<file path="src/rtl/mcp_pkg.sv">
// Shared types and constants for the MIDI channel message parser.
// No dependencies; every other file imports this package.
package mcp_pkg;

    // Result kinds as seen on event_kind.
    typedef enum logic [2:0] {
        EV_NOTE_ON    = 3'd0,
        EV_NOTE_OFF   = 3'd1,
        EV_MOD_WHEEL  = 3'd2,
        EV_PITCH_BEND = 3'd3,
        EV_AFTERTOUCH = 3'd4,
        EV_CLOCK      = 3'd5,
        EV_START      = 3'd6,
        EV_SYSEX_PARAM = 3'd7
    } event_kind_t;

    // Configuration register indexes.
    localparam logic [1:0] CFG_LISTEN_CHANNEL = 2'd0;
    localparam logic [1:0] CFG_DEVICE_ID      = 2'd1;
    localparam logic [1:0] CFG_LOWEST_NOTE    = 2'd2;
    localparam logic [1:0] CFG_HIGHEST_NOTE   = 2'd3;

    // MIDI byte codes.
    localparam logic [7:0] MIDI_SYSEX_START = 8'hF0;
    localparam logic [7:0] MIDI_SYSEX_END   = 8'hF7;
    localparam logic [7:0] MIDI_REALTIME    = 8'hF8;
    localparam logic [7:0] MIDI_SYNC_CLOCK  = 8'hF8;
    localparam logic [7:0] MIDI_START       = 8'hFA;
    localparam logic [7:0] MIDI_RESUME      = 8'hFB;

    // Status nibbles of the channel voice messages.
    localparam logic [3:0] STAT_NOTE_OFF   = 4'h8;
    localparam logic [3:0] STAT_NOTE_ON    = 4'h9;
    localparam logic [3:0] STAT_CTRL       = 4'hB;
    localparam logic [3:0] STAT_PROGRAM    = 4'hC;
    localparam logic [3:0] STAT_PRESSURE   = 4'hD;
    localparam logic [3:0] STAT_PITCH_BEND = 4'hE;

    // Opcode of an input beat.
    localparam logic OP_BYTE = 1'b0;
    localparam logic OP_TICK = 1'b1;

    // Depth of the event queue between parser and output stage.
    localparam int unsigned QUEUE_DEPTH = 2;

    // Configuration seen by the parser.
    typedef struct packed {
        logic [3:0] listen_channel;
        logic [3:0] device_id;
        logic [6:0] lowest_note;
        logic [6:0] highest_note;
    } cfg_t;

    // Compact event record: field_a and field_b carry note/velocity or
    // module/control; value carries the 14-bit value or the clock interval.
    typedef struct packed {
        event_kind_t kind;
        logic [6:0]  field_a;
        logic [6:0]  field_b;
        logic [15:0] value;
    } ev_t;

endpackage

</file>
<file path="src/rtl/mcp_front.sv">
// Parser front end: running-status state machine, held bytes and tick counter.
// Depends on mcp_pkg; emits compact event records toward the event queue.
module mcp_front
    import mcp_pkg::*;
#(
    parameter logic [6:0] MOD_WHEEL_CC   = 7'd1,
    parameter logic [6:0] SYSEX_MAKER_ID = 7'd125
)
(
    input  logic       clk,
    input  logic       rst_n,
    input  cfg_t       cfg,
    input  logic       accept,
    input  logic       opcode,
    input  logic [7:0] rx_byte,
    output logic       push,
    output ev_t        push_ev
);

    typedef enum logic [17:0] {
        ST_IDLE     = 18'd1 << 0,
        ST_ON_KEY   = 18'd1 << 1,
        ST_ON_VEL   = 18'd1 << 2,
        ST_OFF_KEY  = 18'd1 << 3,
        ST_OFF_VEL  = 18'd1 << 4,
        ST_CC_NUM   = 18'd1 << 5,
        ST_CC_VAL   = 18'd1 << 6,
        ST_PB_LO    = 18'd1 << 7,
        ST_PB_HI    = 18'd1 << 8,
        ST_AT       = 18'd1 << 9,
        ST_PC       = 18'd1 << 10,
        ST_SX_MAKER = 18'd1 << 11,
        ST_SX_ADDR  = 18'd1 << 12,
        ST_SX_MOD   = 18'd1 << 13,
        ST_SX_CTL   = 18'd1 << 14,
        ST_SX_HI    = 18'd1 << 15,
        ST_SX_LO    = 18'd1 << 16,
        ST_SX_END   = 18'd1 << 17
    } state_t;

    state_t      state_reg, state_next;
    logic [6:0]  note_reg, note_next;
    logic [6:0]  cc_reg, cc_next;
    logic [6:0]  bend_lo_reg, bend_lo_next;
    logic [6:0]  sx_mod_reg, sx_mod_next;
    logic [6:0]  sx_ctl_reg, sx_ctl_next;
    logic [6:0]  sx_hi_reg, sx_hi_next;
    logic [6:0]  sx_lo_reg, sx_lo_next;
    logic [15:0] tick_reg, tick_next;
    logic        emit;
    ev_t         ev;
    logic [6:0]  data;
    logic        note_ok;

    // Decode a byte seen while idle: SysEx start or a status on our channel.
    function automatic state_t idle_next(logic [7:0] b, logic [3:0] ch);
        state_t s;
        s = ST_IDLE;
        if (b == MIDI_SYSEX_START)
        begin
            s = ST_SX_MAKER;
        end
        else if (b[3:0] == ch)
        begin
            case (b[7:4])
                STAT_NOTE_ON:    s = ST_ON_KEY;
                STAT_NOTE_OFF:   s = ST_OFF_KEY;
                STAT_CTRL:       s = ST_CC_NUM;
                STAT_PITCH_BEND: s = ST_PB_LO;
                STAT_PRESSURE:   s = ST_AT;
                STAT_PROGRAM:    s = ST_PC;
                default:         s = ST_IDLE;
            endcase
        end
        return s;
    endfunction

    assign data    = rx_byte[6:0];
    assign note_ok = (note_reg >= cfg.lowest_note) && (note_reg <= cfg.highest_note);

    // Next-state and event decode for one beat.
    always_comb
    begin
        state_next   = state_reg;
        note_next    = note_reg;
        cc_next      = cc_reg;
        bend_lo_next = bend_lo_reg;
        sx_mod_next  = sx_mod_reg;
        sx_ctl_next  = sx_ctl_reg;
        sx_hi_next   = sx_hi_reg;
        sx_lo_next   = sx_lo_reg;
        tick_next    = tick_reg;
        emit         = 1'b0;
        ev           = '0;

        if (opcode == OP_TICK)
        begin
            // Saturating tick count.
            if (tick_reg != 16'hFFFF)
            begin
                tick_next = tick_reg + 16'd1;
            end
        end
        else if (rx_byte >= MIDI_REALTIME)
        begin
            // Real-time bytes leave the parse state alone.
            if (rx_byte == MIDI_SYNC_CLOCK)
            begin
                emit      = 1'b1;
                ev.kind   = EV_CLOCK;
                ev.value  = tick_reg;
                tick_next = '0;
            end
            else if (rx_byte == MIDI_START || rx_byte == MIDI_RESUME)
            begin
                emit    = 1'b1;
                ev.kind = EV_START;
            end
        end
        else
        begin
            case (state_reg)
                ST_IDLE:
                begin
                    state_next = idle_next(rx_byte, cfg.listen_channel);
                end
                ST_SX_MAKER:
                begin
                    if (rx_byte == {1'b0, SYSEX_MAKER_ID})
                        state_next = ST_SX_ADDR;
                    else
                        state_next = idle_next(rx_byte, cfg.listen_channel);
                end
                ST_SX_ADDR:
                begin
                    if (rx_byte == {cfg.device_id, cfg.listen_channel})
                        state_next = ST_SX_MOD;
                    else
                        state_next = idle_next(rx_byte, cfg.listen_channel);
                end
                ST_SX_END:
                begin
                    state_next = ST_IDLE;
                    if (rx_byte == MIDI_SYSEX_END)
                    begin
                        emit       = 1'b1;
                        ev.kind    = EV_SYSEX_PARAM;
                        ev.field_a = sx_mod_reg;
                        ev.field_b = sx_ctl_reg;
                        ev.value   = {2'b00, sx_hi_reg, sx_lo_reg};
                    end
                end
                default:
                begin
                    if (rx_byte[7])
                    begin
                        // A status byte ends the message and starts a new one.
                        state_next = idle_next(rx_byte, cfg.listen_channel);
                    end
                    else
                    begin
                        case (state_reg)
                            ST_ON_KEY:
                            begin
                                note_next  = data;
                                state_next = ST_ON_VEL;
                            end
                            ST_ON_VEL:
                            begin
                                state_next = ST_ON_KEY;
                                if (note_ok)
                                begin
                                    emit       = 1'b1;
                                    ev.field_a = note_reg;
                                    if (data != 7'd0)
                                    begin
                                        ev.kind    = EV_NOTE_ON;
                                        ev.field_b = data;
                                    end
                                    else
                                    begin
                                        ev.kind = EV_NOTE_OFF;
                                    end
                                end
                            end
                            ST_OFF_KEY:
                            begin
                                note_next  = data;
                                state_next = ST_OFF_VEL;
                            end
                            ST_OFF_VEL:
                            begin
                                state_next = ST_OFF_KEY;
                                if (note_ok)
                                begin
                                    emit       = 1'b1;
                                    ev.kind    = EV_NOTE_OFF;
                                    ev.field_a = note_reg;
                                end
                            end
                            ST_CC_NUM:
                            begin
                                cc_next    = data;
                                state_next = ST_CC_VAL;
                            end
                            ST_CC_VAL:
                            begin
                                state_next = ST_CC_NUM;
                                if (cc_reg == MOD_WHEEL_CC)
                                begin
                                    emit     = 1'b1;
                                    ev.kind  = EV_MOD_WHEEL;
                                    ev.value = {9'd0, data};
                                end
                            end
                            ST_PB_LO:
                            begin
                                bend_lo_next = data;
                                state_next   = ST_PB_HI;
                            end
                            ST_PB_HI:
                            begin
                                state_next = ST_PB_LO;
                                emit       = 1'b1;
                                ev.kind    = EV_PITCH_BEND;
                                ev.value   = {2'b00, data, bend_lo_reg};
                            end
                            ST_AT:
                            begin
                                emit     = 1'b1;
                                ev.kind  = EV_AFTERTOUCH;
                                ev.value = {9'd0, data};
                            end
                            ST_PC:
                            begin
                                state_next = ST_PC;
                            end
                            ST_SX_MOD:
                            begin
                                sx_mod_next = data;
                                state_next  = ST_SX_CTL;
                            end
                            ST_SX_CTL:
                            begin
                                sx_ctl_next = data;
                                state_next  = ST_SX_HI;
                            end
                            ST_SX_HI:
                            begin
                                sx_hi_next = data;
                                state_next = ST_SX_LO;
                            end
                            ST_SX_LO:
                            begin
                                sx_lo_next = data;
                                state_next = ST_SX_END;
                            end
                            default:
                            begin
                                state_next = ST_IDLE;
                            end
                        endcase
                    end
                end
            endcase
        end
    end

    assign push    = accept && emit;
    assign push_ev = ev;

    // Parser state advances on each accepted beat.
    always_ff @(posedge clk or negedge rst_n)
    begin
        if (!rst_n)
        begin
            state_reg   <= ST_IDLE;
            note_reg    <= '0;
            cc_reg      <= '0;
            bend_lo_reg <= '0;
            sx_mod_reg  <= '0;
            sx_ctl_reg  <= '0;
            sx_hi_reg   <= '0;
            sx_lo_reg   <= '0;
            tick_reg    <= '0;
        end
        else if (accept)
        begin
            state_reg   <= state_next;
            note_reg    <= note_next;
            cc_reg      <= cc_next;
            bend_lo_reg <= bend_lo_next;
            sx_mod_reg  <= sx_mod_next;
            sx_ctl_reg  <= sx_ctl_next;
            sx_hi_reg   <= sx_hi_next;
            sx_lo_reg   <= sx_lo_next;
            tick_reg    <= tick_next;
        end
    end

endmodule

</file>
<file path="src/rtl/mcp_queue.sv">
// Short event queue between the parser front end and the output stage.
// Depends on mcp_pkg for the event record and the queue depth.
module mcp_queue
    import mcp_pkg::*;
(
    input  logic clk,
    input  logic rst_n,
    input  logic push,
    input  ev_t  push_ev,
    output logic not_full,
    input  logic pop,
    output logic not_empty,
    output ev_t  head_ev
);

    localparam int unsigned PTR_W = (QUEUE_DEPTH > 1) ? $clog2(QUEUE_DEPTH) : 1;
    localparam int unsigned CNT_W = $clog2(QUEUE_DEPTH + 1);
    localparam logic [PTR_W-1:0] LAST = PTR_W'(QUEUE_DEPTH - 1);
    localparam logic [CNT_W-1:0] FULL = CNT_W'(QUEUE_DEPTH);

    ev_t              slot_reg [QUEUE_DEPTH];
    logic [PTR_W-1:0] wptr_reg, wptr_next;
    logic [PTR_W-1:0] rptr_reg, rptr_next;
    logic [CNT_W-1:0] count_reg, count_next;

    assign not_full  = (count_reg != FULL);
    assign not_empty = (count_reg != '0);
    assign head_ev   = slot_reg[rptr_reg];

    // Pointer and fill-count update.
    always_comb
    begin
        wptr_next  = wptr_reg;
        rptr_next  = rptr_reg;
        count_next = count_reg;
        if (push)
        begin
            wptr_next = (wptr_reg == LAST) ? '0 : wptr_reg + PTR_W'(1);
        end
        if (pop)
        begin
            rptr_next = (rptr_reg == LAST) ? '0 : rptr_reg + PTR_W'(1);
        end
        if (push && !pop)
        begin
            count_next = count_reg + CNT_W'(1);
        end
        else if (pop && !push)
        begin
            count_next = count_reg - CNT_W'(1);
        end
    end

    always_ff @(posedge clk or negedge rst_n)
    begin
        if (!rst_n)
        begin
            wptr_reg  <= '0;
            rptr_reg  <= '0;
            count_reg <= '0;
        end
        else
        begin
            wptr_reg  <= wptr_next;
            rptr_reg  <= rptr_next;
            count_reg <= count_next;
        end
    end

    // Slot storage; payload needs no reset.
    always_ff @(posedge clk)
    begin
        if (push)
        begin
            slot_reg[wptr_reg] <= push_ev;
        end
    end

endmodule

</file>
<file path="src/rtl/mcp_back.sv">
// Output stage: spreads a compact event record over the result fields.
// Depends on mcp_pkg; holds the output register of the result channel.
module mcp_back
    import mcp_pkg::*;
(
    input  logic        clk,
    input  logic        rst_n,
    input  logic        q_valid,
    input  ev_t         q_ev,
    output logic        q_pop,
    output logic        event_valid,
    input  logic        event_ready,
    output logic [2:0]  event_kind,
    output logic [6:0]  note_number,
    output logic [6:0]  note_velocity,
    output logic [13:0] event_value,
    output logic [6:0]  param_module,
    output logic [6:0]  param_control,
    output logic [15:0] clock_interval
);

    logic        valid_reg;
    logic [2:0]  kind_reg;
    logic [6:0]  note_reg, vel_reg, mod_reg, ctl_reg;
    logic [13:0] value_reg;
    logic [15:0] interval_reg;
    logic [6:0]  note_next, vel_next, mod_next, ctl_next;
    logic [13:0] value_next;
    logic [15:0] interval_next;

    // Take a new beat when the output register is empty or being drained.
    assign q_pop = q_valid && (!valid_reg || event_ready);

    // Unused fields of each kind read as zero.
    always_comb
    begin
        note_next     = '0;
        vel_next      = '0;
        mod_next      = '0;
        ctl_next      = '0;
        value_next    = '0;
        interval_next = '0;
        case (q_ev.kind)
            EV_NOTE_ON:
            begin
                note_next = q_ev.field_a;
                vel_next  = q_ev.field_b;
            end
            EV_NOTE_OFF:
            begin
                note_next = q_ev.field_a;
            end
            EV_MOD_WHEEL, EV_PITCH_BEND, EV_AFTERTOUCH:
            begin
                value_next = q_ev.value[13:0];
            end
            EV_CLOCK:
            begin
                interval_next = q_ev.value;
            end
            EV_SYSEX_PARAM:
            begin
                mod_next   = q_ev.field_a;
                ctl_next   = q_ev.field_b;
                value_next = q_ev.value[13:0];
            end
            default:
            begin
                value_next = '0;
            end
        endcase
    end

    always_ff @(posedge clk or negedge rst_n)
    begin
        if (!rst_n)
        begin
            valid_reg <= 1'b0;
        end
        else if (q_pop)
        begin
            valid_reg <= 1'b1;
        end
        else if (event_ready)
        begin
            valid_reg <= 1'b0;
        end
    end

    always_ff @(posedge clk)
    begin
        if (q_pop)
        begin
            kind_reg     <= q_ev.kind;
            note_reg     <= note_next;
            vel_reg      <= vel_next;
            mod_reg      <= mod_next;
            ctl_reg      <= ctl_next;
            value_reg    <= value_next;
            interval_reg <= interval_next;
        end
    end

    assign event_valid    = valid_reg;
    assign event_kind     = kind_reg;
    assign note_number    = note_reg;
    assign note_velocity  = vel_reg;
    assign event_value    = value_reg;
    assign param_module   = mod_reg;
    assign param_control  = ctl_reg;
    assign clock_interval = interval_reg;

endmodule

</file>
<file path="src/rtl/midi_channel_message_parser.sv">
// Top level of the MIDI channel message parser: configuration registers,
// parser front end, event queue and output stage (mcp_pkg, mcp_front, mcp_queue, mcp_back).
//
// The block takes one beat per clock: each beat is a received MIDI byte or a
// sync timer tick, and the parser handles it in the cycle in which it is
// accepted. An event that a beat raises enters a two-entry queue, from which
// the output stage moves it into its output register. item_ready drops only while
// that queue is full, which happens when the consumer holds event_ready low; so the
// sustained rate is one beat per cycle while event_ready stays high. The user must write
// configuration through cfg_wr_en/cfg_index/cfg_data only while idle; it is not enforced.
module midi_channel_message_parser
    import mcp_pkg::*;
#(
    parameter logic [6:0] MOD_WHEEL_CC   = 7'd1,
    parameter logic [6:0] SYSEX_MAKER_ID = 7'd125
)
(
    input  logic        clk,
    input  logic        rst_n,
    input  logic        cfg_wr_en,
    input  logic [1:0]  cfg_index,
    input  logic [6:0]  cfg_data,
    input  logic        item_valid,
    output logic        item_ready,
    input  logic        opcode,
    input  logic [7:0]  rx_byte,
    output logic        event_valid,
    input  logic        event_ready,
    output logic [2:0]  event_kind,
    output logic [6:0]  note_number,
    output logic [6:0]  note_velocity,
    output logic [13:0] event_value,
    output logic [6:0]  param_module,
    output logic [6:0]  param_control,
    output logic [15:0] clock_interval
);

    cfg_t cfg_reg;
    logic accept;
    logic push, q_not_full, q_not_empty, q_pop;
    ev_t  push_ev, head_ev;

    // Configuration registers.
    always_ff @(posedge clk or negedge rst_n)
    begin
        if (!rst_n)
        begin
            cfg_reg.listen_channel <= '0;
            cfg_reg.device_id      <= '0;
            cfg_reg.lowest_note    <= '0;
            cfg_reg.highest_note   <= 7'h7F;
        end
        else if (cfg_wr_en)
        begin
            case (cfg_index)
                CFG_LISTEN_CHANNEL: cfg_reg.listen_channel <= cfg_data[3:0];
                CFG_DEVICE_ID:      cfg_reg.device_id      <= cfg_data[3:0];
                CFG_LOWEST_NOTE:    cfg_reg.lowest_note    <= cfg_data;
                CFG_HIGHEST_NOTE:   cfg_reg.highest_note   <= cfg_data;
                default:            cfg_reg                <= cfg_reg;
            endcase
        end
    end

    // A beat is taken whenever the queue can absorb a possible event.
    assign item_ready = q_not_full;
    assign accept     = item_valid && item_ready;

    mcp_front #(
        .MOD_WHEEL_CC   (MOD_WHEEL_CC),
        .SYSEX_MAKER_ID (SYSEX_MAKER_ID)
    ) u_front (
        .clk     (clk),
        .rst_n   (rst_n),
        .cfg     (cfg_reg),
        .accept  (accept),
        .opcode  (opcode),
        .rx_byte (rx_byte),
        .push    (push),
        .push_ev (push_ev)
    );

    mcp_queue u_queue (
        .clk       (clk),
        .rst_n     (rst_n),
        .push      (push),
        .push_ev   (push_ev),
        .not_full  (q_not_full),
        .pop       (q_pop),
        .not_empty (q_not_empty),
        .head_ev   (head_ev)
    );

    mcp_back u_back (
        .clk            (clk),
        .rst_n          (rst_n),
        .q_valid        (q_not_empty),
        .q_ev           (head_ev),
        .q_pop          (q_pop),
        .event_valid    (event_valid),
        .event_ready    (event_ready),
        .event_kind     (event_kind),
        .note_number    (note_number),
        .note_velocity  (note_velocity),
        .event_value    (event_value),
        .param_module   (param_module),
        .param_control  (param_control),
        .clock_interval (clock_interval)
    );

endmodule

</file>
<file path="config.mk">
export PLATFORM = sky130hd
export DESIGN_NAME = midi_channel_message_parser
export DESIGN_NICKNAME = d
export VERILOG_FILES = /design/src/rtl/mcp_pkg.sv /design/src/rtl/mcp_front.sv /design/src/rtl/mcp_queue.sv /design/src/rtl/mcp_back.sv /design/src/rtl/midi_channel_message_parser.sv
export SDC_FILE = /design/constraint.sdc
export NUM_CORES = 1
export LEC_CHECK = 0
export BUFFER_PORTS_ARGS = -buffer_cell sky130_fd_sc_hd__buf_2
export CORE_MARGIN = 3
export CORE_UTILIZATION = 35
export DETAILED_ROUTE_END_ITERATION = 10
export GPL_ROUTABILITY_DRIVEN = 0
export PLACE_DENSITY_LB_ADDON = 0.08
export SLEW_MARGIN = 20
export SYNTH_ARGS = -nofsm -noshare
export SYNTH_HDL_FRONTEND = slang
export SYNTH_SLANG_ARGS = --single-unit
</file>
<file path="constraint.sdc">
create_clock -name clk -period 3.6 [get_ports clk]
set_input_delay 0.72 -clock clk [delete_from_list [all_inputs] [get_ports clk]]
set_output_delay 0.72 -clock clk [all_outputs]
set_load 0.03 [all_outputs]
</file>
Word-level counts from Yosys, hierarchy flattened
Memory sizes are Yosys's and may differ from the RTL's.
Index checks and enable logic that the tools add are counted.
{"block": "totals", "regBits": 171, "mem_bits_rw": 66, "output_inout_bits": 63, "elab_cells": 172, "memories": 1}
{"block": "op_classes", "add_sub_neg": 5, "n_lt_le_gt_ge": 3, "eq_ne": 46, "mux": 50, "bitwise": 4, "n_reduce_logical": 39}
{"memory": "u_queue.slot_reg", "words": 2, "word_bits": 33, "rd": 1, "rd_ports_with_merged_regs": 0, "write_ports": 1, "line_no": "mcp_queue.sv:21", "rtl": "ev_t slot_reg [QUEUE_DEPTH];"}
{"op": "$pmux W18 S14", "count": 1}
{"op": "$mux W33", "count": 3}
{"op": "$mux W16", "count": 6}
{"op": "$mux W18", "count": 5}
{"op": "$pmux W18 S4", "count": 1}
{"op": "$pmux W11 S6", "count": 1}
{"op": "$pmux W33 S2", "count": 1}
{"op": "$pmux W16 S3", "count": 1}
{"op": "$reduce_and A6 Y1", "count": 7}
{"op": "$eq A8 B8 Y1 const B", "count": 5}
{"op": "$eq A4 B4 Y1 const B", "count": 6}
{"op": "$mux W7", "count": 3}
{"op": "$eq A18 B1 Y1 const B", "count": 1}
{"op": "$eq A18 B10 Y1 const B", "count": 1}
{"op": "$eq A18 B11 Y1 const B", "count": 1}
{"op": "$eq A18 B12 Y1 const B", "count": 1}
{"op": "$eq A18 B13 Y1 const B", "count": 1}
{"op": "$eq A18 B14 Y1 const B", "count": 1}
{"op": "$eq A18 B15 Y1 const B", "count": 1}
{"op": "$eq A18 B16 Y1 const B", "count": 1}
{"op": "$eq A18 B17 Y1 const B", "count": 1}
{"op": "$eq A18 B18 Y1 const B", "count": 1}
{"op": "$eq A18 B2 Y1 const B", "count": 1}
{"op": "$eq A18 B3 Y1 const B", "count": 1}
{"op": "other kinds (49)", "count": 95}

Longest topological paths before layout
Gate-level depths: netlist (run 1).
{"block": "depth", "ltp_word": 13, "ltp_mapped": 13}

Hierarchy
Synthesis (run 1) repeated with hierarchy kept, for this count alone.
{"block": "hier_totals", "cells_unflattened": 888, "area_unflattened_um2": 11407.2}
{"mod": "mcp_front", "instances": 1, "cells_each": 556, "area_per_inst_um2": 5287.6}
{"mod": "mcp_queue", "instances": 1, "cells_each": 119, "area_per_inst_um2": 2722.6}
{"mod": "mcp_back", "instances": 1, "cells_each": 164, "area_per_inst_um2": 2536.2}
{"mod": "midi_channel_message_parser", "instances": 1, "cells_each": 49, "area_per_inst_um2": 860.8}

Worst setup path after synthesis (run 1)
Ideal clock, no wire load.
{"block": "synth_timing", "path_kind": "input port to flip-flop", "from": "input port rx_byte[5]", "to": "memory u_queue.slot_reg[0][0] (netlist bit), enable pin", "arrival_ns": 3.959, "required_time_ns": 3.177, "path_slack_ns": -0.782, "stages": 8, "n_path_buf": 1, "path_cell_list": "buf_2 -> nand4_1 -> or4_1 -> nor4b_4 -> nor2_1 -> a31oi_1 -> o31ai_4 -> nor2_1"}
{"block": "synth_between", "elab_chain_len": 9}
{"item": "from (decl)", "line_no": "midi_channel_message_parser.sv:26", "rtl": "input logic [7:0] rx_byte,"}
{"item": "$eq A8 B8 Y1", "line_no": "mcp_front.sv:114", "rtl": "else if (rx_byte == MIDI_START || rx_byte == MIDI_RESUME)"}
{"item": "$logic_or A1 B1 Y1", "line_no": "mcp_front.sv:114"}
{"item": "$mux W1", "line_no": "mcp_front.sv:114"}
{"item": "$mux W1", "line_no": "mcp_front.sv:107", "rtl": "if (rx_byte == MIDI_SYNC_CLOCK)"}
{"item": "$mux W1 *", "line_no": "mcp_front.sv:104", "rtl": "else if (rx_byte >= MIDI_REALTIME)"}
{"item": "$mux W1 *", "line_no": "mcp_front.sv:96", "rtl": "if (opcode == OP_TICK)"}
{"item": "$logic_and A1 B1 Y1 *", "line_no": "mcp_front.sv:269", "rtl": "assign push = accept && emit;"}
{"item": "$mux W1 *", "line_no": "mcp_queue.sv:73", "rtl": "if (push)"}
{"item": "$mux W1 (not written as such) *", "line_no": "mcp_queue.sv:75", "rtl": "slot_reg[wptr_reg] <= push_ev;"}
{"item": "to (decl)", "line_no": "mcp_queue.sv:21"}
Every way passes the cells marked *; elsewhere a longest branch is shown, timed or not.

Worst setup path in the final report (run 1)
{"block": "layout_timing", "from": "register u_front.state_reg[15]", "to": "register u_queue.count_reg[1]"}
{"block": "layout_between", "elab_chain_len": 11}
{"item": "from (decl)", "line_no": "mcp_front.sv:41", "rtl": "state_t state_reg, state_next;"}
{"item": "from (signal assigned)", "line_no": "mcp_front.sv:289", "rtl": "state_reg <= state_next;"}
{"item": "$eq A18 B9 Y1 (tied with other cells)", "line_no": "mcp_front.sv:162", "rtl": "case (state_reg)"}
{"item": "$reduce_or A2 Y1 (no source line)"}
{"item": "$pmux W1 S3", "line_no": "mcp_front.sv:162"}
{"item": "$mux W1", "line_no": "mcp_front.sv:155", "rtl": "if (rx_byte[7])"}
{"item": "$pmux W1 S2 *", "line_no": "mcp_front.sv:122", "rtl": "case (state_reg)"}
{"item": "$mux W1 *", "line_no": "mcp_front.sv:104"}
{"item": "$mux W1 *", "line_no": "mcp_front.sv:96"}
{"item": "$logic_and A1 B1 Y1 *", "line_no": "mcp_front.sv:269"}
{"item": "named net push", "line_no": "midi_channel_message_parser.sv:40", "rtl": "logic push, q_not_full, q_not_empty, q_pop;"}
{"item": "$logic_not A1 Y1", "line_no": "mcp_queue.sv:48", "rtl": "else if (pop && !push)"}
{"item": "$logic_and A1 B1 Y1", "line_no": "mcp_queue.sv:48"}
{"item": "$reduce_bool A2 Y1 (no source line)"}
{"item": "to (signal assigned)", "line_no": "mcp_queue.sv:66", "rtl": "count_reg <= count_next;"}
{"item": "to (decl)", "line_no": "mcp_queue.sv:24", "rtl": "logic [CNT_W-1:0] count_reg, count_next;"}
The timed path passes the listed nets; every way through them passes the cells marked *.
A chain may end at the register's enable or synchronous reset.

==> results of run 1 <==
critical path, delay by kind of cell, from the launching register on:
kind	cells	cell delay, ns
flip-flops	1	0.46
buffers and inverters	1	0.08
AO/OA/AOI/OAI	1	0.30
XOR/XNOR	1	0.15
AND/OR/NAND/NOR	6	1.88
adder cells (fa/ha/maj)	1	0.33
worst min path at each step:
stage	slack (ns)	end	startpoint
finish	0.21	cfg_reg[16]	rst_n
global route	0.25	cfg_reg[16]	rst_n
CTS	0.22	cfg_reg[16]	rst_n
detailed placement	0.48	u_front.bend_lo_reg[2]	u_front.bend_lo_reg[2]
global placement	0.48	u_front.bend_lo_reg[2]	u_front.bend_lo_reg[2]
floorplan	0.42	cfg_reg[10]	rst_n
power by group through the flow:
| stage | Sequential [mW] | Clock, mW | Combinational, mW |
|---|---|---|---|
| floorplan | 4.09 | 0 | 0.823 |
| global placement | 3.65 | 0 | 1.85 |
| detailed placement | 3.65 | 0 | 1.85 |
| CTS | 3.60 | 2.90 | 1.86 |
| global route | 3.65 | 3.02 | 1.98 |
| finish | 3.59 | 2.81 | 1.82 |
per-stage QoR:
stage               util (%)  area (um2)
floorplan                  -       10840
global placement       39.55       11880
detailed placement     39.56       11880
CTS                    42.60       12790
global route           42.60       12790
finish                 42.60       12790
final cells by class:
cell class / count / area, um2
sequential: 237 / 6578
clock buffer: 36 / 729.5
inverter: 31 / 116.4
tap: 390 / 488.0
fill: 2870 / 17240
multi-input combinational: 557 / 4001
timing repair buffer: 116 / 698.2
clock inverter: 14 / 183.9
placed cells by master (no fill, tap or decap), drive strengths merged, types with 9 or more instances in the layout:
cell type    n
edfxtp     127
buf        116
dfrtp      102
nor2       101
mux2        72
nand2       55
clkbuf      36
o21ai       34
mux2i       33
inv         32
a21oi       23
nand3       20
nand4       19
a22o        17
ha          16
nor3        16
nor4        16
xor2        15
nand2b      10
and3         9
clkinv       9
per-layer routing:
layer / part of all wire, % / routed length [um] / vias up
met2: 45 / 11620 / 157
li1: - / - / 3420
met3: 5.5 / 1424 / 33
met5: 0 / 0 / -
met1: 48 / 12460 / 3471
met4: 1.7 / 433 / 0
logic make-up after synthesis:
family                     count (synthesis)  share of synthesized area (%)
and+or+nand+nor                          282                          13.97
DFF                                      237                          60.71
AOI/OAI and AO/OA                        131                          8.652
muxes                                    105                          10.53
buffers and inverters                     68                          2.426
xor gates and xnor gates                  23                          1.860
adders and majority gates                 16                          1.848
cell usage after synthesis, drive strengths merged, types with 5 or more instances:
library cell / count / area (um2)
a21oi: 23 / 115.1
a221oi: 7 / 61.31
a22o: 17 / 148.9
a22oi: 8 / 60.06
and3: 9 / 56.30
buf: 9 / 41.29
clkbuf: 28 / 105.1
dfrtp: 102 / 2552
dfstp: 8 / 210.2
edfxtp: 127 / 3814
ha: 16 / 200.2
inv: 31 / 116.4
mux2: 72 / 810.8
mux2i: 33 / 330.3
nand2: 55 / 214.0
nand2b: 10 / 62.56
nand3: 20 / 110.1
nand4: 19 / 133.9
nand4b: 5 / 73.83
nor2: 101 / 379.1
nor3: 16 / 96.35
nor4: 16 / 142.6
o211a: 7 / 70.07
o21ai: 34 / 170.2
o31ai: 5 / 51.30
xnor2: 8 / 70.07
xor2: 15 / 131.4
==> metrics.cfg, run 1 <==
[layout]
final-instance-count-excl-fill = 1381
syn2layout_area_growth_pct = 18.12
diodes = 0
largest_register_ffs = 66
post_route_cells_drive_above_1_share_pct = 26.14
layout.nets = 1009

[global_route]
pin_count_of_the_biggest_net_entering_global_routing = 61
via_count_of_the_first_global_routing_pass = 7116
grt_pass1_wl_um = 41680
number_of_antenna_violations_at_the_first_check_in_global_routing = 0
gr-usage-met1_pct = 23.68
gr-usage-all-layers_pct = 15.70
grt_use_met2_pct = 23.91
grt_most_used_layer = met2
use_met3_pct = 2.544
gr-total-overflow = 0

[timing]
timing.final.crit_share_pct = 91.25
clock_skew_after_layout_ns = 0.01549
setup_slack_ns = 0.3149
hold_viol = 0
finalSetupViolCount = 0
post-route-min-period_ns = 3.285
grt_setup_unrepaired = no
worst_slew_margin_rel_pct = 41.25
report.final.slew_viol_count = 0
final.hold.worst_slack_ns = 0.2058
max_clock_freq_mhz = 304.4
setup_total_negative_slack_ns = 0
tightest_slew_ns = 0.8733

[die]
fp.dieArea_um2 = 33090
initial_utilization_pct = 36.07
chipWidth_um = 181.9
core_ar_um2 = 30030
ioPinCount = 86
rows = 63
dieHeight_um = 181.9

[clock_tree]
clk_latency_ns = 0.55
cts_resized = 0
tritoncts_clock_tree = done
post-cts-setup-buffers = 0
clk_pin_slew_ns = 0.06
clock_sinks = 237
cts-buffers-inserted = 27
clk_path_buf_depth = 3
htree_levels = 1
clock_tree.root_cell = clkbuf_16
cts-hold-fix-buffers = 0

[power_and_ir_drop]
internal_power_mw = 5.630
post-layout-total-power_mw = 8.219
seq_power_share_pct = 43.7
peak_supply_drop_uv = 340.3
part_of_the_power_in_combinational_logic_pct = 22.1
power_density_nw_per_um2 = 642.4
pwr-share-clk_pct = 34.2
switching_share_pct = 31.50
power.static_leakage_nw = 5.430
p_switching_mw = 2.589

[critical_path]
startpoint_of_the_worst_slack_reg_to_reg_timing_path = u_front.state_reg[15]
worstRegToRegCells = 10
worst_setup_sp = u_front.state_reg[15]
critical_path.reg2reg.endpoint = u_queue.count_reg[1]
cp_cell_sequence = nor4_4 -> nand2_1 -> or4_1 -> nand4_4 -> nor2_1 -> o31ai_4 -> inv_1 -> ha_1 -> nor2_1 -> xor2_1
cpPeakStageDelay_ns = 0.68
worst_path_most_repeated_cell = nor2_1
maximum_fanout_encountered_on_the_critical_timing_path = 8
element_type_at_the_critical_path_start = flop
cp.required_ns = 4.07
worst_ep_arrival_time_ns = 3.76
cell_type_of_the_slowest_stage_on_the_worst_timing_path = or4_1
rrSetupSlack_ns = 0.31
timing.critical_path.to = u_queue.count_reg[1]
crit_type = flop to flop
crit_path_end_kind = flop

[route]
drt_first_pass_iters = 5
vias = 7081
route.detailed.wl_per_inst_um = 18.78
drt.antenna.violating_nets = 0
drcViolationCount = 0
via_per_inst = 5.127
finalWirelength_um = 25940
first_iter_violations = 483

[synthesis]
syn-num-nets = 901
synth.lib_cells_used.distinct = 70
synth.ff_latch_count = 237
seq_total_area_yosys_pct = 60.71
synth_flop_cell = edfxtp_1
synth_warnings = 0
mappedNetlistArea_um2 = 10830
syn_area_per_cell_um2 = 12.57
synthArstFlopShare_pct = 46.41
netlist_instances = 862
synth-edff-count = 127

[place]
placedCellCount = 1331
io_buffer_count = 85
detailed_place_hpwl_um = 18090
preCtsSetupSlack_ns = 0.2854

[job]
max_cap_viol_count = 0

[min_path]
worst_hold_path_type = input pin to async pin

[status]
outcome = finished clean

No activity file was read; power rests on OpenSTA's default activity.
==> inputs of run 2 (changes only) <==
Settings changed: CORE_MARGIN 3 to default, SYNTH_HIERARCHICAL from default to 1.
==> run 2 against run 1 <==
Against the previous run: cell count is 4.3% higher; register-to-register slack improved by 0.09 ns; worst setup slack improved by 0.092 ns.
==> metrics.cfg, run 2 <==
[status]
outcome = finished clean

[synthesis]
yosysMostFrequentCell = edfxtp_1
synthDominantAreaCellType = edfxtp_1
netlist_instances = 888  ; +3.0%
synth_flop_cell = edfxtp_1
syn_area_per_cell_um2 = 12.85  ; +2.2%
synth_top_cells_by_area = edfxtp_1 33%, dfrtp_1 22%, mux2_2 7.4%, mux2_4 3.8%, and2_1 2.7%
synth_compound_area_share_pct = 7.415  ; -1.2 points
mappedNetlistArea_um2 = 11410  ; +5.3%
synth.ff_latch_count = 237  ; unchanged
synth_warnings = 6  ; +6
syn-num-nets = 927  ; +2.9%
post_synth_and_or_nand_nor_area_fraction_pct = 16.77  ; +2.8 points
seq_total_area_yosys_pct = 57.65  ; -3.1 points
combinational_family_with_the_most_area_after_synthesis = simple AND/OR/NAND/NOR gates
yosys.area_share.adder_pct = 1.755  ; -0.093 points
synth.area.mux_share_pct = 11.22  ; +0.69 points
synth-edff-count = 127  ; unchanged
synth.lib_cells_used.distinct = 75  ; +7.1%
synth.top_cells.by_count = 127 x edfxtp_1, 102 x dfrtp_1, 75 x mux2_2
synthArstFlopShare_pct = 46.41  ; unchanged
yosys.area.top_type_share_pct = 33.43  ; -1.8 points
synth-xor-area-share_pct = 2.303  ; +0.44 points

[timing]
worst_slew_margin_rel_pct = 45.74  ; +4.5 points
finalSetupViolCount = 0  ; unchanged
post-route-min-period_ns = 3.193  ; -0.09216 ns
tightest_slew_ns = 0.8140  ; -0.05929 ns
clock_skew_after_layout_ns = 0.03007  ; +0.01457 ns
setup_total_negative_slack_ns = 0  ; unchanged
setup_slack_ns = 0.4071  ; +0.09216 ns
final.hold.worst_slack_ns = 0.2178  ; +0.01202 ns
max_clock_freq_mhz = 313.2  ; +2.9%
report.final.slew_viol_count = 0  ; unchanged
grt_setup_unrepaired = no
hold_viol = 0  ; unchanged
timing.final.crit_share_pct = 88.69  ; -2.6 points

[critical_path]
startpoint_of_the_worst_slack_reg_to_reg_timing_path = u_front/state_reg[3]
crit_path_end_kind = flop
critical_path.reg2reg.endpoint = u_queue/slot_reg[1][5]
worst_setup_sp = u_front/state_reg[3]
crit_type = flop to flop
element_type_at_the_critical_path_start = flop
maximum_fanout_encountered_on_the_critical_timing_path = 33  ; +25
cp.required_ns = 3.85  ; -0.22 ns
rrSetupSlack_ns = 0.41  ; +0.09 ns
worst_ep_arrival_time_ns = 3.45  ; -0.31 ns
worstRegToRegCells = 10  ; unchanged

[layout]
largest_register_ffs = 66  ; unchanged
syn2layout_area_growth_pct = 16.31
layout.nets = 1023  ; +1.4%
final-instance-count-excl-fill = 1441  ; +4.3%
layout_common_cells = 127 x edfxtp_1, 101 x dfrtp_1, 84 x buf_2
post_route_cells_drive_above_1_share_pct = 29.82  ; +3.7 points
diodes = 0  ; unchanged
most_common_cell_after_layout_fill_and_taps_aside = edfxtp_1

[power_and_ir_drop]
switching_share_pct = 32.74  ; +1.2 points
power.static_leakage_nw = 5.572  ; +2.6%
peak_supply_drop_uv = 432.8  ; +27%
seq_power_share_pct = 41.8  ; -1.9 points
power_density_nw_per_um2 = 650.5  ; +1.3%
post-layout-total-power_mw = 8.631  ; +5.0%
part_of_the_power_in_combinational_logic_pct = 26.7  ; +4.6 points
p_switching_mw = 2.826  ; +9.1%
internal_power_mw = 5.805  ; +3.1%
pwr-share-clk_pct = 31.6  ; -2.6 points

[clock_tree]
clock_tree.root_cell = clkbuf_16
clock_sinks = 237  ; unchanged
cts-buffers-inserted = 28  ; +3.7%
tritoncts_clock_tree = done
cts_resized = 0  ; unchanged
cts-hold-fix-buffers = 0  ; unchanged
clk_latency_ns = 0.57  ; +0.02 ns
post-cts-setup-buffers = 0  ; unchanged
clk_pin_slew_ns = 0.06  ; about the same
clk_path_buf_depth = 3  ; unchanged
htree_levels = 1  ; unchanged

[die]
fp.dieArea_um2 = 33320  ; +0.67%
dieHeight_um = 182.5  ; +0.34%
chipWidth_um = 182.5  ; +0.34%
core_ar_um2 = 31800  ; +5.9%
initial_utilization_pct = 35.87  ; -0.19 points
rows = 65  ; +3.2%
ioPinCount = 86  ; unchanged

[route]
via_per_inst = 5.028  ; -1.9%
vias = 7246  ; +2.3%
route.detailed.wl_per_inst_um = 18.40  ; -2.0%
finalWirelength_um = 26520  ; +2.2%
drcViolationCount = 0  ; unchanged
first_iter_violations = 456  ; -5.6%
drt_first_pass_iters = 5  ; unchanged
drt.antenna.violating_nets = 0  ; unchanged

[global_route]
gr-usage-all-layers_pct = 16.08  ; +0.38 points
grt_pass1_wl_um = 42040  ; +0.88%
number_of_antenna_violations_at_the_first_check_in_global_routing = 0  ; unchanged
gr-total-overflow = 0  ; unchanged
pin_count_of_the_biggest_net_entering_global_routing = 63  ; +3.3%
via_count_of_the_first_global_routing_pass = 7140  ; +0.34%

[place]
detailed_place_hpwl_um = 18170  ; +0.46%
placedCellCount = 1389  ; +4.4%
preCtsSetupSlack_ns = 0.3605  ; +0.07515 ns
io_buffer_count = 85  ; unchanged

[job]
max_cap_viol_count = 0  ; unchanged

[min_path]
worst_hold_path_type = input pin to async pin

-- run 2: cell count changes after synthesis, moves of 14 or more --
cell / before / now
nor2_1: 101 / 51
a21oi_1: 23 / 46
nand2_1: 52 / 68
mux2_4: 0 / 29
mux2i_1: 33 / 0
nand4bb_1: 0 / 14
and2_1: 2 / 50
-- run 2: stage by stage --
step	area [um2]	util [%]
global placement	12370	38.90
floorplan	11410	-
CTS	13270	41.72
global route	13270	41.72
finish	13270	41.72
detailed placement	12370	38.90
-- run 2: how the worst max path moves through the flow --
stage / to / slack (ns)
floorplan: u_queue/slot_reg[1][0] / 0.03
global placement: u_queue/slot_reg[1][23] / 0.38
detailed placement: u_queue/slot_reg[1][14] / 0.36
CTS: u_queue/slot_reg[1][7] / 0.38
global route: u_queue/slot_reg[1][11] / 0.14
finish: u_queue/slot_reg[1][5] / 0.41
-- run 2: power by group through the flow --
stage                     Sequential [mW]  Clock [mW]  Combinational, mW
after floorplan                      4.11           0               1.29
after global placement               3.67           0               2.32
after detailed placement             3.66           0               2.33
after CTS                            3.62        2.81               2.34
after global routing                 3.66        2.92               2.49
final                                3.60        2.73               2.30
-- run 2: kinds of logic after synthesis --
logic type	count (synthesis)
compound gates	130
xor+xnor	30
fa+ha+maj	16
buf+inv	63
flops	237
mux	104
simple gates	308
-- run 2: metal layers --
layer	vias to the layer above	wire, um	global-route usage [%]
met3	42	1053	2.055
met2	184	11770	24.93
met1	3543	13000	23.37
met4	0	689	4.874
met5	-	0	0
li1	3477	-	-
-- run 2: final cells by class --
class,count,area (um2)
inverter,18,67.56
timing repair buffer,111,660.6
tap,435,544.3
clock buffer,39,782.0
multi-input combinational,588,4519
clock inverter,13,116.4
sequential,237,6578
fill,3032,18530
-- run 2: worst max-delay path: stages (launching register included) --
cell and delay [ns]:
dfrtp_1 0.50, nor4_4 0.47, nand4_1 0.30, nor4_4 0.45, nor2_1 0.14, a21oi_2 0.21
nor4_2 0.07, nor3_1 0.20, buf_4 0.16, and2_1 0.17, buf_12 0.22
==> inputs of run 3 (changes only) <==
Settings changed: SETUP_SLACK_MARGIN from default to 0.05.
Clock period 3.6 ns to 2.8 ns, I/O delays scaled along.
==> run 3 against run 2 <==
Against the previous run: clock power is 30% higher; cell area is 5.7% higher; via count is 4.2% higher; die area stayed put; the run now ends with negative hold slack left; wire length is 4.0% higher; worst setup slack worse by 0.35 ns; count of clock-buffer cells in the layout is 1 higher; first-iteration DRC count is 19% higher; global-route usage is 0.74 points higher.
==> metrics.cfg, run 3 (synthesized netlist as in run 2, its figures left out) <==
[job]
max_cap_viol_count = 0  ; unchanged

[layout]
final-instance-count-excl-fill = 1528  ; +6.0%
post_route_cells_drive_above_1_share_pct = 36.23  ; +6.4 points
layout_common_cells = 127 x edfxtp_1, 109 x buf_4, 101 x dfrtp_1
syn2layout_area_growth_pct = 22.89
layout.nets = 1111  ; +8.6%
largest_register_ffs = 66  ; unchanged
finish.utilization_pct = 44.08  ; +2.4 points
most_common_cell_after_layout_fill_and_taps_aside = edfxtp_1
diodes = 0  ; unchanged

[clock_tree]
clk_path_buf_depth = 3  ; unchanged
clock_tree.root_cell = clkbuf_16
htree_levels = 1  ; unchanged
clk_latency_ns = 0.56  ; about the same
cts-buffers-inserted = 28  ; unchanged
clk_pin_slew_ns = 0.06  ; about the same
tritoncts_clock_tree = done
clock_sinks = 237  ; unchanged

[global_route]
via_count_of_the_first_global_routing_pass = 7362  ; +3.1%
gr-total-overflow = 0  ; unchanged
pin_count_of_the_biggest_net_entering_global_routing = 63  ; unchanged
grt_pass1_wl_um = 43460  ; +3.4%
gr-usage-all-layers_pct = 16.82  ; +0.74 points
number_of_antenna_violations_at_the_first_check_in_global_routing = 0  ; unchanged

[route]
route.detailed.wl_per_inst_um = 18.05  ; -1.9%
drcViolationCount = 0  ; unchanged
via_per_inst = 4.943  ; -1.7%
drt.antenna.violating_nets = 0  ; unchanged
finalWirelength_um = 27580  ; +4.0%
vias = 7553  ; +4.2%
first_iter_violations = 544  ; +19%
drt_first_pass_iters = 5  ; unchanged

[power_and_ir_drop]
switching_share_pct = 32.15  ; -0.59 points
part_of_the_power_in_combinational_logic_pct = 27.4  ; +0.7 points
internal_power_mw = 7.589  ; +31%
seq_power_share_pct = 40.9  ; -0.9 points
peak_supply_drop_uv = 467.3  ; +8.0%
pwr-share-clk_pct = 31.6  ; about the same
power.static_leakage_nw = 5.951  ; +6.8%
power_density_nw_per_um2 = 797.9  ; +23%
post-layout-total-power_mw = 11.19  ; +30%
p_switching_mw = 3.596  ; +27%

[min_path]
worst_hold_path_type = input pin to async pin

[timing]
report.final.slew_viol_count = 0  ; unchanged
grt_setup_unrepaired = yes
hold_viol = 5  ; +5
final.hold.worst_slack_ns = -0.008757  ; -0.2265 ns
clock_skew_after_layout_ns = 0.02237  ; -0.007699 ns
timing.final.crit_share_pct = 97.99  ; +9.3 points
finalSetupViolCount = 0  ; unchanged
tightest_slew_ns = 0.5475  ; -0.2665 ns
worst_slew_margin_rel_pct = 63.50  ; +18 points
max_clock_freq_mhz = 364.5  ; +16%
post-route-min-period_ns = 2.744  ; -0.4493 ns

[status]
outcome = complete, but fails checks
violations = negative hold slack

[critical_path]
crit_type = flop to flop
cp_cell_sequence = nor4_4 -> buf_4 -> and4_4 -> and4b_2 -> nor2_2 -> a21oi_2 -> nor4_2 -> nor3_2 -> buf_4 -> nor2b_4 -> buf_12
worst_path_most_repeated_cell = buf_4
cp.required_ns = 3.06  ; -0.79 ns
maximum_fanout_encountered_on_the_critical_timing_path = 19  ; -42%
crit_path_end_kind = flop
cell_type_of_the_slowest_stage_on_the_worst_timing_path = dfrtp_1
worst_ep_arrival_time_ns = 3.01  ; -0.44 ns
cpPeakStageDelay_ns = 0.40  ; -0.10 ns
rrSetupSlack_ns = 0.06  ; -0.35 ns
element_type_at_the_critical_path_start = flop

[die]
dieHeight_um = 182.5  ; unchanged
rows = 65  ; unchanged
ioPinCount = 86  ; unchanged
chipWidth_um = 182.5  ; unchanged
fp.dieArea_um2 = 33320  ; unchanged
core_ar_um2 = 31800  ; unchanged
initial_utilization_pct = 35.87  ; unchanged

[place]
io_buffer_count = 85  ; unchanged
detailed_place_hpwl_um = 19610  ; +7.9%
placedCellCount = 1472  ; +6.0%

[run 3: cell count changes in the layout (fill, tap and decap cells not counted), sizes merged]
cell | previous run | this run
buf | 111 | 199
clkinv | 11 | 9
clkinvlp | 1 | 0
clkbuf | 39 | 40
bufinv | 1 | 2
[run 3: final cells by class]
type,instances,area (um2)
clock buffers,40,775.7
clock inverters,11,126.4
fillers,3025,17780
inverters,18,67.56
multi-input cells,588,4568
flip-flops and latches,237,6578
well taps,435,544.3
repair buffers,199,1359
[run 3: worst paths after layout]
kind                                       start                     end  cells after the start
setup / recovery           u_front/state_reg[12]  u_queue/slot_reg[0][7]                     11
hold / removal                             rst_n             cfg_reg[15]                      1
setup reg to reg           u_front/state_reg[12]  u_queue/slot_reg[0][7]                     11
hold reg to reg                u_front/cc_reg[0]       u_front/cc_reg[0]                      1
max in group asynchronous                  rst_n              cfg_reg[6]                      2
min in group clk                     cfg_data[5]             cfg_reg[12]                      2
[run 3: per-layer routing]
layer  share of wire (%)  track usage, %  routed length, um  vias up
met2                  44           25.82              12060      173
met4                 2.0           3.933                548        0
met3                 4.0           2.455               1108       40
met1                  50           24.93              13860     3688
li1                    -               -                  -     3652
met5                   0               0                  0        -
[run 3: critical path: cells and delay by family (launching register included)]
| kind | cells | cell delay [ns] |
|---|---|---|
| buffers and inverters | 3 | 0.51 |
| AND/OR/NAND/NOR | 7 | 1.38 |
| AO/OA/AOI/OAI | 1 | 0.17 |
| flip-flops | 1 | 0.40 |
[run 3: timing repair]
item                                    4_1_cts  5_1_grt
pin swaps                                     1        3
endpoints found under the setup margin       67       95
buffers inserted                              2        3
hold buffers                                  0        0
gates resized for setup                       3        8
hold endpoints to repair                      0        0
[run 3: through the flow]
stage | setup TNS (ns) | instance area (um2) | worst slack (ns)
after CTS | 0 | 13960 | 0.03459
after global placement | -0.003893 | 13040 | -0.001955
after floorplan | -17.76 | 11440 | -0.3084
after detailed placement | -0.5734 | 13040 | -0.02306
final | 0 | 14020 | 0.05636
after global routing | -4.286 | 14020 | -0.08411
[run 3: power groups by stage]
stage	Clock (mW)	Sequential, mW	Combinational (mW)
after CTS	3.66	4.59	3.08
after global routing	3.81	4.64	3.33
after floorplan	0	5.27	1.67
after detailed placement	0	4.66	3.07
final	3.54	4.58	3.07
after global placement	0	4.65	3.06
